File: config.mk
export PLATFORM = sky130hd
export DESIGN_NAME = ep2h_cordic_cell
export DESIGN_NICKNAME = d
export VERILOG_FILES = /design/src/hw/rtl/ep2h_pkg.sv /design/src/hw/rtl/ep2h_cordic_cell.sv
export SDC_FILE = /design/constraint.sdc
export NUM_CORES = 1
export LEC_CHECK = 0
export ABC_AREA = 1
export BUFFER_PORTS_ARGS = -buffer_cell sky130_fd_sc_hd__buf_2
export CAP_MARGIN = 20
export CORE_MARGIN = 4
export CORE_UTILIZATION = 55
export CTS_BUF_LIST = sky130_fd_sc_hd__clkbuf_16
export DETAILED_ROUTE_END_ITERATION = 12
export GPL_TIMING_DRIVEN = 0
export PLACE_DENSITY = 0.77
export REMOVE_ABC_BUFFERS = 1
export SETUP_SLACK_MARGIN = 0.02
export SLEW_MARGIN = 20
export SYNTH_ARGS = -nofsm -noshare
export SYNTH_HDL_FRONTEND = slang
export SYNTH_SLANG_ARGS = --single-unit
File: constraint.sdc
create_clock -name clk_i -period 5.2 [get_ports clk_i]
set_clock_uncertainty 0.05 [all_clocks]
set_input_delay 0.26 -clock clk_i [delete_from_list [all_inputs] [get_ports clk_i]]
set_output_delay 0.26 -clock clk_i [all_outputs]
set_load 0.02 [all_outputs]
File: src/hw/rtl/ep2h_pkg.sv
package ep2h_pkg;

  // Number of CORDIC iterations requested, and the number actually built.
  localparam int CORDIC_STAGES = 16;
  localparam int ATAN_ENTRIES  = 24;
  localparam int N_STAGES = (CORDIC_STAGES < ATAN_ENTRIES) ? CORDIC_STAGES : ATAN_ENTRIES;

  // Datapath widths: angles in Q.30 need 34 bits before reduction.
  localparam int AW = 34;
  localparam int SW = $clog2(ATAN_ENTRIES);

  // Latency from request to result: reduce, cells, sign fix, three product stages.
  localparam int LATENCY = N_STAGES + 5;

  localparam logic signed [AW-1:0] ANG_PI      = 34'sd3373259426;
  localparam logic signed [AW-1:0] ANG_HALF_PI = 34'sd1686629713;
  localparam logic signed [AW-1:0] CORDIC_GAIN = 34'sd652032874;
  localparam logic signed [15:0]   ONE_Q14     = 16'sd16384;

  // atan(2^-i) in Q.30, truncated.
  localparam logic [31:0] ATAN_TAB [ATAN_ENTRIES] = '{
    32'h3243F6A8, 32'h1DAC6705, 32'h0FADBAFC, 32'h07F56EA6,
    32'h03FEAB76, 32'h01FFD55B, 32'h00FFFAAA, 32'h007FFF55,
    32'h003FFFEA, 32'h001FFFFD, 32'h000FFFFF, 32'h0007FFFF,
    32'h0003FFFF, 32'h0001FFFF, 32'h0000FFFF, 32'h00007FFF,
    32'h00003FFF, 32'h00001FFF, 32'h00000FFF, 32'h000007FF,
    32'h000003FF, 32'h000001FF, 32'h000000FF, 32'h0000007F
  };

  // State one CORDIC cell hands to the next.
  typedef struct packed {
    logic signed [AW-1:0] x;
    logic signed [AW-1:0] y;
    logic signed [AW-1:0] z;
    logic                 neg;
  } cordic_t;

  // Sine and cosine of one angle in Q.30.
  typedef struct packed {
    logic signed [31:0] c;
    logic signed [31:0] s;
  } sincos_t;

  // Clamp a rounded value to [-1, 1] in Q1.14.
  function automatic logic signed [15:0] sat_q14(input logic signed [65:0] v);
    logic signed [15:0] r;
    if (v > 66'sd16384) begin
      r = ONE_Q14;
    end else if (v < -66'sd16384) begin
      r = -ONE_Q14;
    end else begin
      r = v[15:0];
    end
    return r;
  endfunction

  // Round a Q.60 value (one product or the sum of two) to Q.14 and clamp.
  function automatic logic signed [15:0] round_q60(input logic signed [65:0] v);
    logic signed [65:0] t;
    t = (v + (66'sd1 <<< 45)) >>> 46;
    return sat_q14(t);
  endfunction

endpackage

File: src/hw/rtl/ep2h_cordic_cell.sv
module ep2h_cordic_cell import ep2h_pkg::*; (
  input  logic          clk_i,
  input  logic [SW-1:0] stage_i,
  input  cordic_t       in_i,
  output cordic_t       out_o
);

  cordic_t            cell_d, cell_q;
  logic signed [AW-1:0] dx, dy, at;

  // One micro-rotation; the direction follows the sign of the residual angle.
  always_comb begin
    dx = in_i.y >>> stage_i;
    dy = in_i.x >>> stage_i;
    at = AW'(signed'({1'b0, ATAN_TAB[stage_i]}));
    cell_d.neg = in_i.neg;
    if (!in_i.z[AW-1]) begin
      cell_d.x = in_i.x - dx;
      cell_d.y = in_i.y + dy;
      cell_d.z = in_i.z - at;
    end else begin
      cell_d.x = in_i.x + dx;
      cell_d.y = in_i.y - dy;
      cell_d.z = in_i.z + at;
    end
  end

  always_ff @(posedge clk_i) begin
    cell_q <= cell_d;
  end

  assign out_o = cell_q;

endmodule

== Yosys cells after proc, flatten, opt, wreduce, memory -nomap -nowiden ==
Memories as Yosys holds them, arrays and structs flattened.
Cells that the tools add are included.
Widths: inputs -> output; s select.

* Equality and inequality tests: 0
* Div/mod/pow operators: 0
* Shift operators: 2
* Reductions and logical operators: 0
* $mul: 0
* Muxes and demuxes: 3
* Magnitude comparators: 1
* Add/sub/neg operators: 6
* Bitwise gates (word level): 1

{| class="wikitable"
|+ Operators with widths
! kind !! count
|-
| $mux 102 || 1
|-
| $add 34x34->34 || 2
|-
| $sshr 34x5->34 || 2
|-
| $sub 34x34->34 || 2
|-
| $mux 32 || 2
|-
| $add 34x33->34 || 1
|-
| $sub 34x33->34 || 1
|-
| $ge 6x6->1 const B || 1
|-
| $not 5->6 || 1
|}

* Memory bits (writable): 0
* Logic and storage cells: 18
* Memories kept: 1
* Input port bits: 109
* Bits in latches: 0
* Output and inout bits: 103
* Register bits: 103
* ROM bits: 1024

{| class="wikitable"
|+ Memories
! memory !! depth !! width !! rd ports !! clocked after Yosys merged registers in !! wr ports !! RTL line !! RTL
|-
| (name not given) || 32 || 32 || 1 || 0 || 0 || ep2h_cordic_cell.sv:15 || <nowiki>at = AW'(signed'({1'b0, ATAN_TAB[stage_i]}));</nowiki>
|}

== Longest topological paths before layout ==
* Word-level depth: 6
* Depth in mapped cells: 35
* Gate-level depth less buffers: 33

== Least setup slack after synthesis ==
OpenSTA, ideal clock, no wires.

* Kind: input to register
* Start point: in stage_i[0]
* End point: reg cell_q, in the netlist out_o[22]
* Setup time: 0.072 ns
* Setup slack: 1.388 ns
* Data required time: 5.078 ns
* Cell stages on the path: 26
* Buffers on the path: 3
* Arrival time: 3.690 ns
* Cells stage by stage: buf_6 inv_4 buf_6 buf_6 ha_1 nand2_1 nor2_1 inv_1 nand2_1 nand2_1 inv_1 ha_1 nand2_1 o41ai_2 xnor2_1 inv_1 ha_1 a21oi_1 o21ai_0 o21bai_1 a21oi_1 inv_1 a21oi_1 inv_1 a21oi_1 xnor2_1

{| class="wikitable"
|+ RTL lines
! item !! RTL line !! RTL
|-
| from (decl) || ep2h_cordic_cell.sv:3 || <nowiki>input logic [SW-1:0] stage_i,</nowiki>
|-
| to (signal assigned) || ep2h_cordic_cell.sv:29 || <nowiki>cell_q <= cell_d;</nowiki>
|-
| to (decl) || ep2h_cordic_cell.sv:8 || <nowiki>cordic_t cell_d, cell_q;</nowiki>
|}

==> summary by stage <==
Yosys
Of the synthesized area, sequential elements account for 0.147. After synthesis, the cell types taking the most area are nand2_1, dfxtp_1, nand3_1. The mean area per synthesized cell is 5.98 um2. In this run, synthesis produced a sequential element count of approximately 100. Yosys mapped the design onto 50 distinct sky130hd cell types. The post-synthesis instance area is roughly 14000 um2. After synthesis, the share of flip-flops with an asynchronous set or reset is 0. The cell type contributing the most total cell area after synthesis is nand2_1. In this run, synthesis inferred 0 flip-flops with an integrated enable. The synthesis warning total is 0.

Sorting the synthesized cells by how often they occur yields nand2_1, nand3_1, inv_1. In the synthesized netlist the dominant register cell turns out to be dfxtp_1. The share of synthesized area in the top cell type comes to 0.202. Synthesis produced a netlist whose cell count is 2351.

In the post-synthesis netlist, the cell with the most instances is nand2_1.

STA
Once routing completed, OpenROAD measured the worst setup slack at about 0.38 ns. The time the worst path needs with I/O delays and setup is 4.82 ns. At the pin with the least slew margin, the transition time is approximately 0.85 ns.

The relative slew slack is 0.431. Final hold analysis gives a worst-case slack of just over 0.07 ns. The count of final setup violators is 0.

The total count of hold-check failures in the final report is 0. Of the available clock period, the critical path in the final layout requires 0.927. Setup repair after global routing left no endpoint under its margin. The maximum clock frequency is between 200 and 250 MHz.

The final max-slew violation count is 0.

Layout
The share of cells above drive strength 1 is 0.149. The flip-flop count of the largest register, all copies and words added is just over 100. Once layout is complete, the utilization of the core stands at 0.619. From synthesis to final layout, the design area changed by 10.9%. The number of diodes is 0. The layout net count is between 2k and 3k.

Clock tree
Clock tree synthesis selected as its root buffer the cell clkbuf_16. Clock-pin slew was measured on the worst setup and hold paths at 0.09 ns. The TritonCTS clock tree is built.

In this run, CTS created clock tree buffers numbering 9. The count of H-tree levels built during CTS is 3. The clock passes through at most 2 buffers. The clock net in this run drives a total of between 100 and 150 sinks.

Worst hold path
The startpoint identified for the worst hold timing path is in_i[1]. The worst min-delay path category is primary input to flop. The count of cells along the worst hold path is 2. The sink of the worst hold path is out_o[1].

GRT
The remaining global-route overflow is 0. The pin count of the biggest net entering global routing is 75. The number of antenna violations at the first check in global routing came to 0. The global-route usage over all layers is 0.325. The global-route wire length before repair is between 70 and 80 mm.

The via count of the first global-routing pass is around 15k.

Routing
In the final routed layout, each cell accounts on average for between 15 and 20 um. The routed layout has between 15k and 20k vias. For this run, design rule violations remaining after detail routing come to 0.

The number of detailed-routing iterations run before antenna repair is 7. Once detail routing completed, the nets flagged for antenna violations numbered 0. Using the TritonRoute via totals, the vias-per-cell ratio works out to around 5.7. The final wirelength is 48.0 mm. The starting DRC count in detailed routing is 1549.

Place
The worst setup slack before clock tree synthesis is -1.35 ns. The estimated wirelength of the detail-placed design is 38.9 mm. Routability-driven placement finished with a final weighted congestion of approximately 0.96. Port buffering added roughly 210 buffers.

Pwr
Dividing total power by cell area gives a power density of about 310 nW/um2. The leakage component of the power is around 8.2 nW. The peak ir drop on the vdd network is around 0.33 mV.

Worst setup path
The kind of launch point of the worst setup path is a primary input. In this run the worst path has a maximum fanout of 64. The data required time at the worst endpoint is around 5.4 ns. The worst setup path is captured at a flop. The worst path buffer plus inverter count is 6. The type of the worst setup path is primary input to flop.

Data arrives at the worst endpoint at between 5 and 6 ns. The slowest stage cell on the critical path is inv_6. The delay of the slowest critical-path stage is 0.40 ns. By instance count, the cell type seen most on the critical path is nand2_1. The family with the most delay on the worst path is simple AND/OR/NAND/NOR gates.

Run status
The flow ran to the end, and the final reports show no timing, DRC or antenna violations.

Die
The starting density of the core is 0.558. Measured along the y axis, the die boundary spans about 170 um. The floorplan step defined a die boundary enclosing between 20000 and 30000 um2. The die is 168 um wide. After floorplanning, the core was sized to cover 25200 um2.

The I/O pin total is 212. The initialized floorplan defines between 50 and 60 standard-cell rows.

Job
Across the run, the number of max-cap violations was 0.
[power breakdown]
group / internal [mW] / switching [mW] / total, mW
sequential: 1.13 / 0.0706 / 1.20
combinational: 0.963 / 1.95 / 2.92
clock: 0.392 / 0.389 / 0.780
total: 2.48 / 2.41 / 4.89
[cell type report]
| class | count | area, um2 |
|---|---|---|
| Clock buffer | 9 | 225 |
| Clock inverter | 7 | 97.6 |
| Fill cell | 2528 | 9600 |
| Inverter | 193 | 757 |
| Multi-Input combinational cell | 1974 | 10800 |
| Sequential cell | 103 | 2060 |
| Tap cell | 330 | 413 |
| Timing Repair Buffer | 217 | 1180 |
[worst max path at each step]
stage                           from    endpoint  slack [ns]  cells past startpoint
after floorplan           stage_i[1]   out_o[93]        0.90                     26
after global placement    stage_i[1]   out_o[93]       -1.94                     27
after detailed placement  stage_i[1]  out_o[100]       -1.35                     29
after CTS                 stage_i[0]  out_o[100]        0.16                     26
after global routing      stage_i[2]   out_o[96]         0.1                     25
final                     stage_i[2]   out_o[96]        0.38                     25
[layer usage]
layer | track usage | wire length [um]
met3 | 0.0486 | 3660
met1 | 0.450 | 21600
met2 | 0.520 | 21100
met4 | 0.103 | 1620
met5 | 0 | 0
[metrics by stage]
stage | area [um2] | instances | power (mW) | setup TNS, ns
final | 15600 | 2833 | 4.89 | 0
after global routing | 15600 | 2833 | 5.25 | 0
after CTS | 15500 | 2833 | 4.88 | 0
after detailed placement | 15200 | 2816 | 4.09 | -46.01
after global placement | 15100 | 2811 | 4.05 | -105.19
after floorplan | 13600 | 2270 | 3.20 | 0
[kinds of logic (layout without fill, tap and decap cells)]
family                     after synthesis  after routing  synth area share
and+or+nand+nor                       1407           1407             0.449
adders and majority gates              113            113             0.102
DFF                                    103            103             0.147
AOI/OAI and AO/OA                      286            286             0.114
xor gates and xnor gates               168            168             0.105
buffers and inverters                  274            426            0.0837
[layout by cell type, fill, tap and decap left out, types with 38 or more instances in the layout]
| cell | Yosys | layout |
|---|---|---|
| nand2_1 | 755 | 755 |
| nand3_1 | 339 | 339 |
| buf_2 | 37 | 206 |
| inv_1 | 168 | 166 |
| nor2_1 | 163 | 159 |
| xor2_1 | 133 | 133 |
| a21oi_1 | 128 | 128 |
| ha_1 | 110 | 110 |
| dfxtp_1 | 103 | 103 |
| o21ai_0 | 85 | 84 |
| nand3_2 | 38 | 38 |
[what timing repair did]
action | CTS | global route
endpoints found under the setup margin | 55 | 25
resized for setup | 7 | 18
hold endpoints to repair | 1 | 0
hold buffers | 1 | 0
cloned | 0 | 0
buffers inserted | 0 | 0
No activity file was read; power rests on OpenSTA's default activity.
